`config.mk`:
```
export PLATFORM = sky130hd
export DESIGN_NAME = pfe_ram
export DESIGN_NICKNAME = d
export VERILOG_FILES = /design/src/hw/rtl/pfe_ram.sv
export SDC_FILE = /design/constraint.sdc
export NUM_CORES = 2
export LEC_CHECK = 0
export BUFFER_PORTS_ARGS = -buffer_cell sky130_fd_sc_hd__clkbuf_2
export CAP_MARGIN = 20
export CORE_UTILIZATION = 51
export DETAILED_ROUTE_END_ITERATION = 7
export PLACE_DENSITY = 0.63
export SLEW_MARGIN = 20
export SYNTH_ARGS = -nofsm -noshare
export SYNTH_HDL_FRONTEND = slang
export SYNTH_MEMORY_MAX_BITS = 65536
export SYNTH_SLANG_ARGS = --single-unit
export TNS_END_PERCENT = 50
```
`constraint.sdc`:
```
create_clock -name clk -period 3 [get_ports clk]
set_input_delay 0.45 -clock clk [delete_from_list [all_inputs] [get_ports clk]]
set_output_delay 0.45 -clock clk [all_outputs]
set_load 0.01 [all_outputs]
```
`src/hw/rtl/pfe_ram.sv`:
```
module pfe_ram #(
  parameter int WIDTH = 18,
  parameter int DEPTH = 256
) (
  input  logic                     clk,
  input  logic                     we,
  input  logic [$clog2(DEPTH)-1:0] waddr,
  input  logic [WIDTH-1:0]         wdata,
  input  logic [$clog2(DEPTH)-1:0] raddr,
  output logic [WIDTH-1:0]         rdata
);

  logic [WIDTH-1:0] mem [DEPTH];

  // One write port, registered read port
  always_ff @(posedge clk) begin
    if (we) begin
      mem[waddr] <= wdata;
    end
    rdata <= mem[raddr];
  end

endmodule

```
==> out/results.ini <==
[clock_tree]
cts_tree = built
cts-root-buf = clkbuf_16
cts_buffer_depth = 4
numCtsBuffers = 457
cts.sink_count = 4626
htree_levels = 5
worstSkewPairLatency_ns = 1.02
post_cts_buffers = 0
cts.clk_slew.worst_paths_ns = 0.06

[pwr]
leakagePower_uw = 0.06758
p_per_area_nw_per_um2 = 651.0
comb_power_share_pct = 5.7
peakVddDrop_mv = 0.5829
power.internal_uw = 106400
pwr-share-seq_pct = 52.7
switchingPower_uw = 28950
clockPowerShare_pct = 41.6
sw_frac_of_total_pct = 21.38

[status]
status = completed

[detailed_routing]
drt-total-wl_um = 489800
drt_iter0_drc = 11840
vias_per_cell = 6.386
vias = 91870
drc = 0
wire_per_inst_um = 34.05
antenna_left = 0
dr.pass1.iters = 6

[yosys]
ys_types = 41
synth_seq_cells = 4626
syn_nets = 8317
synth_top_area_share_pct = 77.64
yosysTopAreaCell = edfxtp_1
synth_area_leaders = edfxtp_1 (78%), mux4_2 (11%), mux2i_1 (4.4%), o221ai_1 (1.6%), o22ai_1 (0.84%)
syn_inst = 8281
syn_area_sq_um = 178200
syn_avg_cell_area_sq_um = 21.52
ys.warnings.count = 0
ys_seq_area_share_pct = 77.84

[cells_and_area]
final_nets = 9442
nFillCells = 24500
syn_to_final_growth_pct = 16.67
layout_commonest_cell = edfxtp_1
fin_cells = 14390
final_cell_area_sq_um = 207900
final_cell_mix = edfxtp_1 (4,608), mux4_2 (864), buf_4 (861), mux2i_1 (792), clkbuf_16 (465)
drive_above_1_share_pct = 29.49

[timing]
fin_skew_ns = 0.05221
fin_tns_setup_ns = 0
max_clock_freq_mhz = 340.0
post-route-min-period_ns = 2.941
setup_ws_ns = 0.05913
hold-worst-slack_ns = 0.04207
rsz0062_at_grt = no
slew_viol_final = 0
hold_viol = 0
setup_viol = 0
timing.slew.headroom_pct = 25.98
finalCritPeriodShare_pct = 98.03
tightest_slew_ns = 1.102

[floorplan]
rows = 216
io_pins = 54
die_w_um = 593.1
die-area_sq_um = 351800
start_util_pct = 51.36
die_h_um = 593.1
fp.coreArea_sq_um = 347000

[place]
dpl_worst_slack_ns = -0.8629
place.gp.congestion = 0.8763
placed_cells = 13510
port_buffers = 53
placed_cell_area_sq_um = 193100
hpwl_um = 298800

[critical_path]
r2r_setup_slack_ns = 0.07
cpPeakStageDelay_ns = 0.66
path_cells = buf_12 -> buf_4 -> buf_12 -> buf_12 -> mux4_2 -> mux2i_1 -> o22ai_1 -> buf_4 -> nor3_1 -> buf_4 -> a22o_1 -> buf_4 -> nor4_2
required_ns = 3.84
critical-path-top-delay-family = buffers and inverters
worstPathMaxFanout = 18
start_kind = input port
crit_type = in2reg
worstPathBufferInverterCount = 7
crit_path_end_kind = register
crit_top_cell = buf_4
arrival_ns = 3.78
slowest_stage = nor3_1

[global_route]
use_met2_pct = 43.84
grt_util_met3_pct = 5.122
grt_overflow_total = 0
busiest_layer = met2
grt.total_usage_pct = 27.82
grt_pass1_vias = 91410
antenna_found_initial = 39
grtUsageMet1_pct = 38.99
grt_first_pass_wirelength_um = 687900
grt_max_degree = 114

[job]
maxCapViolations = 0

[hold_path]
holdCritPathClass = in2reg

[final timing paths]
kind / start / to / depth (start not counted)
worst max-delay path: raddr[0] / rdata[10] / 13
worst min register to register: mem[119][16] / rdata[16] / 5
worst max register to register: mem[0][1] / rdata[1] / 8
worst min-delay path: wdata[4] / mem[135][4] / 1
[per-stage QoR]
| stage | total power (uW) | util (%) |
|---|---|---|
| final | 135400 | 59.92 |
| after global routing | 138600 | 59.91 |
| after CTS | 135900 | 59.91 |
| after detailed placement | 80370 | 55.63 |
| after global placement | 80220 | 55.63 |
| after floorplan | 76240 | - |
[flip-flops by register name, indices dropped and copies added (netlist names)]
signal,cells
mem,4608
rdata,18
[Yosys cell counts, drive strengths merged]
library cell  count
nor2b             8
nand2            81
o22ai           238
nand3b            2
inv               3
nand2b            3
edfxtp         4608
mux2i           792
o221ai          318
clkbuf          228
nor2            290
o211ai           10
dfxtp            18
a21oi           190
nor3            159
nand4b            1
nor4             34
o32a              2
a22o             19
and2              1
a31oi            20
or3               2
nand3            23
nand4            27
o21ai            14
buf             268
or2               5
or3b              1
mux4            864
clkinv            1
a22oi            51
[area by class of cell]
type                            instances  area, sq um  area share, %
Tap cell                             4578         5728          2.755
Clock buffer                          587        12210          5.874
Inverter                                4        27.53        0.01324
Multi-Input combinational cell       3155        36970          17.78
Sequential cell                      4626       138700          66.72
Clock inverter                        261         2460          1.183
Timing Repair Buffer                 1162        11750          5.653
Antenna cell                           13        32.53        0.01565
[kinds of logic (layout without fill, tap and decap cells)]
family                 after synthesis  in the layout  share of synthesized area [%]
multiplexers                      1656           1656                          15.37
other                                0             13                              0
flip-flops                        4626           4626                          77.84
AO/OA/AOI/OAI                      862            862                          3.406
AND/OR/NAND/NOR                    637            637                          1.658
buffers and inverters              500           2014                          1.726
[repair_timing]
item | in CTS | in global routing
resized for setup | 0 | 1
endpoints found under the setup margin | 0 | 1
hold endpoints to repair | 528 | 0
hold buffers | 16 | 0
[power groups by stage]
| stage | clock network, uW | logic (uW) | registers (uW) |
|---|---|---|---|
| after floorplan | 0 | 3550 | 72700 |
| after global placement | 0 | 7490 | 72700 |
| after detailed placement | 0 | 7630 | 72700 |
| after CTS | 56900 | 7670 | 71400 |
| after global routing | 59200 | 7990 | 71300 |
| final | 56300 | 7680 | 71400 |
[layer usage]
layer | up-vias | share of wire (%)
met3 | 848 | 9.6
li1 | 37490 | -
met5 | - | 0.030
met4 | 20 | 4.2
met1 | 48800 | 39
met2 | 4709 | 47
Note: power is estimated with default switching activity, not from simulation.
