--- src/hw/rtl/pfe_pkg.sv ---
package pfe_pkg;

  // Palette geometry
  localparam int PALETTE_ENTRIES = 256;
  localparam int ADDR_W          = (PALETTE_ENTRIES > 1) ? $clog2(PALETTE_ENTRIES) : 1;
  localparam int COMP_W          = 6;
  localparam int COLOR_W         = 3 * COMP_W;
  localparam int IDX_W           = 8;
  localparam int CNT_W           = 9;

  // Operation codes carried in the mode field
  typedef enum logic [2:0] {
    OP_WR_TARGET = 3'd0,
    OP_WR_GAMMA  = 3'd1,
    OP_WR_DISP   = 3'd2,
    OP_RD_TARGET = 3'd3,
    OP_RD_DISP   = 3'd4,
    OP_FADE      = 3'd5,
    OP_BLACK     = 3'd6,
    OP_COPY      = 3'd7
  } op_t;

  // Result of stepping one palette entry during a sweep
  typedef struct packed {
    logic [COLOR_W-1:0] disp;
    logic [COLOR_W-1:0] targ;
    logic               moved;
    logic               settled;
  } step_res_t;

  // Fixed gamma curve for target writes
  localparam logic [COMP_W-1:0] GAMMA_LUT [64] = '{
    6'd0,  6'd10, 6'd14, 6'd17, 6'd19, 6'd21, 6'd23, 6'd24,
    6'd26, 6'd27, 6'd28, 6'd29, 6'd31, 6'd32, 6'd33, 6'd34,
    6'd35, 6'd36, 6'd37, 6'd37, 6'd38, 6'd39, 6'd40, 6'd41,
    6'd41, 6'd42, 6'd43, 6'd44, 6'd44, 6'd45, 6'd46, 6'd46,
    6'd47, 6'd48, 6'd48, 6'd49, 6'd49, 6'd50, 6'd51, 6'd51,
    6'd52, 6'd52, 6'd53, 6'd53, 6'd54, 6'd54, 6'd55, 6'd55,
    6'd56, 6'd56, 6'd57, 6'd57, 6'd58, 6'd58, 6'd59, 6'd59,
    6'd60, 6'd60, 6'd61, 6'd61, 6'd62, 6'd62, 6'd63, 6'd63
  };

endpackage

--- src/hw/rtl/pfe_step.sv ---
module pfe_step (
  input  pfe_pkg::op_t                  op,
  input  logic [pfe_pkg::COLOR_W-1:0]   disp,
  input  logic [pfe_pkg::COLOR_W-1:0]   targ,
  output pfe_pkg::step_res_t            res
);

  logic [pfe_pkg::COMP_W-1:0] d [3];
  logic [pfe_pkg::COMP_W-1:0] t [3];
  logic [pfe_pkg::COMP_W-1:0] nd [3];
  logic [pfe_pkg::COMP_W-1:0] nt [3];
  logic [2:0]                 settled_c;

  // Step each component on its own
  always_comb begin
    for (int c = 0; c < 3; c++) begin
      d[c] = disp[c*pfe_pkg::COMP_W +: pfe_pkg::COMP_W];
      t[c] = targ[c*pfe_pkg::COMP_W +: pfe_pkg::COMP_W];
      nd[c] = d[c];
      nt[c] = t[c];
      settled_c[c] = 1'b0;
      case (op)
        pfe_pkg::OP_FADE: begin
          if (d[c] < t[c]) begin
            nd[c] = d[c] + 6'd1;
          end else if (d[c] > t[c]) begin
            nd[c] = d[c] - 6'd1;
          end
          settled_c[c] = (d[c] == t[c]);
        end
        pfe_pkg::OP_BLACK: begin
          if (d[c] != '0) begin
            nd[c] = d[c] - 6'd1;
            nt[c] = d[c] - 6'd1;
          end
          settled_c[c] = (d[c] == '0);
        end
        default: begin
          nd[c] = t[c];
        end
      endcase
    end
  end

  // Pack the new entry and its flags
  always_comb begin
    res.disp    = {nd[2], nd[1], nd[0]};
    res.targ    = {nt[2], nt[1], nt[0]};
    res.moved   = ({nd[2], nd[1], nd[0]} != disp);
    res.settled = &settled_c;
  end

endmodule

--- config.mk ---
export PLATFORM = sky130hd
export DESIGN_NAME = pfe_step
export DESIGN_NICKNAME = d
export VERILOG_FILES = /design/src/hw/rtl/pfe_pkg.sv /design/src/hw/rtl/pfe_step.sv
export SDC_FILE = /design/constraint.sdc
export NUM_CORES = 1
export LEC_CHECK = 0
export ABC_AREA = 1
export BUFFER_PORTS_ARGS = -buffer_cell sky130_fd_sc_hd__buf_2
export CAP_MARGIN = 20
export CORE_ASPECT_RATIO = 0.8
export CORE_MARGIN = 2
export CORE_UTILIZATION = 56
export DETAILED_ROUTE_END_ITERATION = 7
export MAX_ROUTING_LAYER = met4
export PLACE_DENSITY_LB_ADDON = 0.1
export SLEW_MARGIN = 15
export SYNTH_ARGS = -nofsm -noshare
export SYNTH_HDL_FRONTEND = slang
export SYNTH_SLANG_ARGS = --single-unit
--- constraint.sdc ---
create_clock -name vclk -period 2.25
set_input_delay 0.225 -clock vclk [all_inputs]
set_output_delay 0.225 -clock vclk [all_outputs]
set_load 0.02 [all_outputs]
==> out/metrics.cfg, run 1 <==
[run_status]
status=did not finish
haltStage=global routing (5_1_grt)
firstError=[ERROR DPL-0038] Utilization greater than 100%, impossible to legalize

[yosys]
netlist_instances=540
synth.distinct_cells=36
synth-adder-area-share_pct=11.1
syn_area_mm2=0.00281
synth_compound_area_share_pct=7.89
yosys.area_share.xor_xnor_pct=3.43
synth_simple_gate_area_share_pct=59.4
synth-seq-area-share_pct=0
synth_top_family_by_area=simple AND/OR/NAND/NOR gates
syn_nets=604
synthMuxAreaShare_pct=0
synth.avg_cell_area_um2=5.20
ys_warn_count=0

[placed_design]
gp_congestion=0.995
portBuffers=77
place_ws_ns=-0.298
hpwlAfterDp_um=7750

[grt]
grt_start_max_net_pins=12

[floorplan]
dieHeight_um=67.3
die_x_um=83.1
rows=23
initial_core_util_pct=57.0
ioPinCount=77

[sta]
worst_endpoint=res[1]
endpoint_type=output port

[cts]
cts.hold.buffers_added=0

==> cell families after synthesis <==
group           count (synthesis)
xor+xnor                       11
fa+ha+maj                      25
simple gates                  355
compound gates                 33
buf+inv                       116
==> per-stage QoR <==
| stage | std cells | instance area [µm²] | hold slack (ns) | util (%) | setup TNS, ns |
|---|---|---|---|---|---|
| after floorplan | 540 | 2810 | 0.657 | - | 0 |
| after detailed placement | 763 | 3920 | 0.785 | 79.6 | -0.298 |
| after CTS | 794 | 4590 | 0.796 | 93.2 | -0.130 |
| after global placement | 763 | 3920 | 0.780 | 79.6 | -0.257 |
==> timing repair <==
action	in CTS
buffers inserted	30
pin swaps	53
endpoints found under the hold margin	0
endpoints found under the setup margin	1
resized for setup	97
cloned	1
==> synthesized netlist by cell type (3+ instances only) <==
| cell | instances | share of area (%) |
|---|---|---|
| nor2_2 | 6 | 1.3 |
| inv_2 | 11 | 1.5 |
| nor3_1 | 3 | 0.53 |
| buf_6 | 4 | 1.6 |
| o21bai_1 | 12 | 3.2 |
| o21ai_0 | 11 | 2.0 |
| xnor2_1 | 4 | 1.2 |
| nand3_2 | 4 | 1.4 |
| nor2_4 | 4 | 1.6 |
| inv_1 | 84 | 11 |
| nand2_2 | 9 | 2.0 |
| a21oi_1 | 4 | 0.71 |
| xor2_1 | 7 | 2.2 |
| nor2_1 | 44 | 5.9 |
| inv_4 | 3 | 0.67 |
| nand2_1 | 184 | 25 |
| ha_1 | 25 | 11 |
| nand3_1 | 71 | 13 |
| nand3_4 | 4 | 2.5 |
| nand4_1 | 18 | 4.0 |
| buf_4 | 7 | 1.9 |
==> run 2: changes to the inputs <==
Settings changed: CORE_ASPECT_RATIO 0.8 to unset, CORE_UTILIZATION 56 to 40, MAX_ROUTING_LAYER met4 to unset, PLACE_DENSITY_LB_ADDON 0.1 to 0.15.
==> run 2 against run 1 <==
  * The flow now finishes, with violations (negative setup slack)
  * Synthesized cell count did not move
  * Area after synthesis stayed put
==> out/metrics.cfg, run 2 <==
[grt]
grt_start_max_net_pins=13
grt.overflow.total=0
grt_pass1_vias=3815
antenna_found_initial=0
track_usage_pct=25.9
grt_pass1_wl_um=16600

[final_layout]
ff_latch_area_um2=0
flops_and_latches=0
diodes=0
drive_above_1_share_pct=48.0
final_common_cell=nand2_1
nets=795
layout_common_cells=nand2_1, buf_4, nand3_1
clockBufferCount=0
area_growth_pct=70.9

[sta]
rsz0062_at_grt=yes
slew_headroom_pct=79.0
fin_ws_ns=-0.112
hold_violations=0
setup-tns-final_ns=-0.115
period_minus_slack_ns=2.36
drv_slew=0
setup_viol=2
tightest_slew_ns=0.314
min_period_over_period_pct=105
max_freq_ghz=0.423

[yosys]
synth.avg_cell_area_um2=5.20
synth-seq-area-share_pct=0
syn_area_mm2=0.00281
yosys-top-cells-area=nand2_1, nand3_1, inv_1
synth_compound_area_share_pct=7.89
yosysMostFrequentCell=nand2_1
synthMuxAreaShare_pct=0
yosysTopAreaCell=nand2_1
yosysTopAreaCellShare_pct=24.6
synth-adder-area-share_pct=11.1
yosys.area_share.xor_xnor_pct=3.43
synth_simple_gate_area_share_pct=59.4
synth_top_family_by_area=simple AND/OR/NAND/NOR gates
netlist_instances=540
syn_nets=604
ys_warn_count=0
synth.distinct_cells=36
synth_common_cells=nand2_1, inv_1, nand3_1, nor2_1, ha_1

[run_status]
status=finished with violations
violations=negative setup slack

[detailed_routing]
drc=0
antenna_left=0
first_pass_iters=5
wl_per_cell_um=12.6
vias=4118
drt-total-wl_um=10400
vias_per_cell=4.99
first_iter_violations=302

[placed_design]
gp_congestion=0.867
hpwlAfterDp_um=7640
portBuffers=77
place_ws_ns=-0.278

[floorplan]
ioPinCount=77
initial_core_util_pct=41.3
dieHeight_um=87.8
rows=30
die_x_um=87.8
core_area_mm2=0.00679
die_area_mm2=0.00770

[worst_setup_path]
cp.required_ns=2.03
cp_top_family=simple AND/OR/NAND/NOR gates
path_max_fanout=5
slowest_delay_ns=0.22
path_buf_inv=5
crit_arrival_ns=2.14
endpoint_kind=output pin
path_class=in -> out
start_kind=primary input
slowest_stage=ha_4
path_cells=buf_6 -> inv_2 -> ha_4 -> nand2_4 -> inv_4 -> nand2_4 -> nand2_4 -> nor2_4 -> nor2_4 -> buf_4 -> nand2_1 -> nand4_1 -> nand2_1 -> nand2_1 -> nand2_1 -> nand3_2 -> nor2_2 -> nand3_1 -> buf_6
crit_top_cell=nand2_1

[power]
p_per_area_mw_per_mm2=229
ir_drop_mv=0.120
power_leakage_nw=2.61

[run]
max_cap_viol_count=0

[hold_path]
hp-class=in -> out

[run 2: cell counts after synthesis]
Identical to the previous run, type by type.
[run 2: kinds of logic after synthesis]
group	Yosys count
compound gates	33
xor+xnor	11
fa+ha+maj	25
buf+inv	116
simple gates	355
[run 2: what timing repair did]
| action | in CTS | in global routing |
|---|---|---|
| hold buffers | 0 | 0 |
| cloned | 1 | 0 |
| pin swaps | 46 | 60 |
| buffers inserted | 18 | 5 |
| endpoints found under the setup margin | 2 | 6 |
| hold endpoints to repair | 0 | 0 |
| resized for setup | 86 | 67 |
[run 2: cell type report]
type | count | area [µm²]
inverters | 103 | 425
fillers | 571 | 2000
repair buffers | 201 | 1440
multi-input cells | 425 | 2810
well taps | 96 | 120
[run 2: path summary, 6_finish.rpt]
path,startpoint,to,slack (ns),depth (start not counted)
min,targ[7],res[9],0.82,4
max,targ[11],res[1],-0.11,19
[run 2: per-layer routing]
layer | part of all wire (%) | routed length, µm | up-vias | track usage, %
met4 | 1.8 | 191 | 0 | 5.45
met1 | 42 | 4350 | 1827 | 32.9
met2 | 50 | 5210 | 178 | 47.9
met5 | 0 | 0 | - | 0
li1 | - | - | 2091 | -
met3 | 6.2 | 647 | 22 | 1.79
[run 2: power by group]
part           switching, mW  total, mW  internal (mW)
Clock                      0          0              0
Combinational          0.610       1.10          0.489
Sequential                 0          0              0
Total                  0.610       1.10          0.489
[run 2: metrics by stage]
| stage | instances | utilization (%) | hold slack, ns | power, mW | instance area [µm²] |
|---|---|---|---|---|---|
| finish | 825 | 70.6 | 0.818 | 1.10 | 4800 |
| global route | 825 | 70.6 | 0.861 | 1.20 | 4800 |
| CTS | 823 | 66.9 | 0.820 | 1.01 | 4540 |
| detailed placement | 804 | 58.8 | 0.808 | 0.868 | 4000 |
| global placement | 804 | 58.8 | 0.800 | 0.856 | 4000 |
| floorplan | 540 | - | 0.657 | 0.523 | 2810 |
(Power assumes the default switching activity.)
==> run 3: changes to the inputs <==
Settings changed: CELL_PAD_IN_SITES_DETAIL_PLACEMENT set to 1, CELL_PAD_IN_SITES_GLOBAL_PLACEMENT set to 2, CORE_MARGIN 2 to unset, CORE_UTILIZATION 40 to 27.
==> run 3 against run 2 <==
  * The flow still finishes with violations (negative setup slack)
  * Sequential share of layout area stayed put
  * Final cell count is 5.2% higher
  * Flip-flop and latch count stayed put
  * Critical path type unchanged
==> out/metrics.cfg, run 3 (same netlist as run 2, synthesis figures left out) <==
[grt]
grt_pass1_vias=4066
grt_start_max_net_pins=20
track_usage_pct=22.4
met3_usage_pct=0.689
grt_util_met1_pct=28.5
grt.overflow.total=0
use_met2_pct=42.6
antenna_found_initial=0
grt_pass1_wl_um=20000
busiest_layer=met2

[detailed_routing]
vias=4115
vias_per_cell=4.74
drt-total-wl_um=12700
drc=0
wl_per_cell_um=14.6
first_iter_violations=107
first_pass_iters=4
antenna_left=0

[final_layout]
nFillCells=1400
flops_and_latches=0
drive_above_1_share_pct=50.2
nets=801
final_common_cell=nand2_1
post-route-util_pct=50.1
layout_common_cells=nand2_1, buf_4, buf_2
clockBufferCount=0
diodes=0
ff_latch_area_um2=0
area_growth_pct=77.0

[floorplan]
ioPinCount=77
rows=36
die_area_mm2=0.0108
core_area_mm2=0.00991
die_x_um=104
initial_core_util_pct=28.3
dieHeight_um=104

[placed_design]
gp_congestion=0.872
hpwlAfterDp_um=9840
portBuffers=77

[worst_setup_path]
crit_arrival_ns=2.19
path_cells=buf_6 -> inv_4 -> ha_4 -> nand2_4 -> nor2_4 -> buf_6 -> nand3_4 -> buf_4 -> nor2_4 -> nand2_1 -> nand4_1 -> nand2_1 -> nand3_2 -> nand3_2 -> nor2_4 -> nand3_2 -> buf_6
cp.required_ns=2.03
cp_top_family=simple AND/OR/NAND/NOR gates
slowest_delay_ns=0.28
cp.depth=17
path_buf_inv=5
path_class=in -> out
slowest_stage=ha_4
cp-endpoint=res[1]
path_max_fanout=3
start_kind=primary input
worstSetupStartpoint=targ[11]
endpoint_kind=output pin

[cts]
cts.hold.buffers_added=0

[sta]
max_freq_ghz=0.414
hold_violations=0
tightest_slew_ns=0.292
hold_slack_ns=0.793
drv_slew=0
slew_headroom_pct=80.3
min_period_over_period_pct=107
period_minus_slack_ns=2.42
setup_viol=2
rsz0062_at_grt=yes
fin_ws_ns=-0.168

[power]
power_leakage_nw=2.69
p_per_area_mw_per_mm2=231
p_total_mw=1.15
ir_drop_mv=0.0823

[run_status]
violations=negative setup slack
status=finished with violations

[hold_path]
hp-class=in -> out

[run]
max_cap_viol_count=0

[run 3: cell count changes in the layout (fill, tap and decap cells not counted), sizes merged]
cell / change
buf: +6
[run 3: power breakdown]
group          internal (mW)  switching, mW  leakage, nW  total [mW]
registers                  0              0            0           0
logic                  0.502          0.645         2.69        1.15
clock network              0              0            0           0
[run 3: worst min-delay path by stage]
stage / endpoint / cells past startpoint / slack [ns] / start
after floorplan: res[14] / 2 / 0.66 / targ[12]
after global placement: res[9] / 4 / 0.80 / targ[7]
after detailed placement: res[9] / 4 / 0.80 / targ[7]
after CTS: res[9] / 4 / 0.80 / targ[7]
after global routing: res[9] / 4 / 0.82 / targ[7]
final: res[9] / 4 / 0.79 / targ[7]
[run 3: area by class of cell]
type                            instances  area (µm²)  share of cell area [%]
Multi-Input combinational cell        425        2870                    57.7
Timing Repair Buffer                  207        1520                    30.5
Inverter                              103         418                    8.41
Tap cell                              133         166                    3.35
[run 3: per-layer routing]
| metal | share of wire [%] | routed length [µm] | vias to the layer above |
|---|---|---|---|
| met2 | 53 | 6680 | 83 |
| met1 | 44 | 5520 | 1929 |
| met4 | 1.1 | 145 | 0 |
| met3 | 2.7 | 340 | 10 |
| met5 | 0 | 0 | - |
| li1 | - | - | 2093 |
[run 3: per-stage QoR]
stage / setup slack [ns] / instance area, µm² / std cells / setup TNS [ns]
2_1_floorplan: 0.107 / 2810 / 540 / 0
3_3_place_gp: -0.366 / 4090 / 845 / -0.399
4_1_cts: -0.152 / 4580 / 859 / -0.152
6_report: -0.168 / 4970 / 868 / -0.188
5_1_grt: -0.303 / 4970 / 868 / -0.550
3_5_place_dp: -0.388 / 4090 / 845 / -0.514
[run 3: timing repair]
action / 4_1_cts / 5_1_grt
pin swaps: 45 / 65
resized for setup: 86 / 86
setup endpoints to repair: 9 / 9
gates cloned: 1 / 0
buffers inserted: 14 / 11
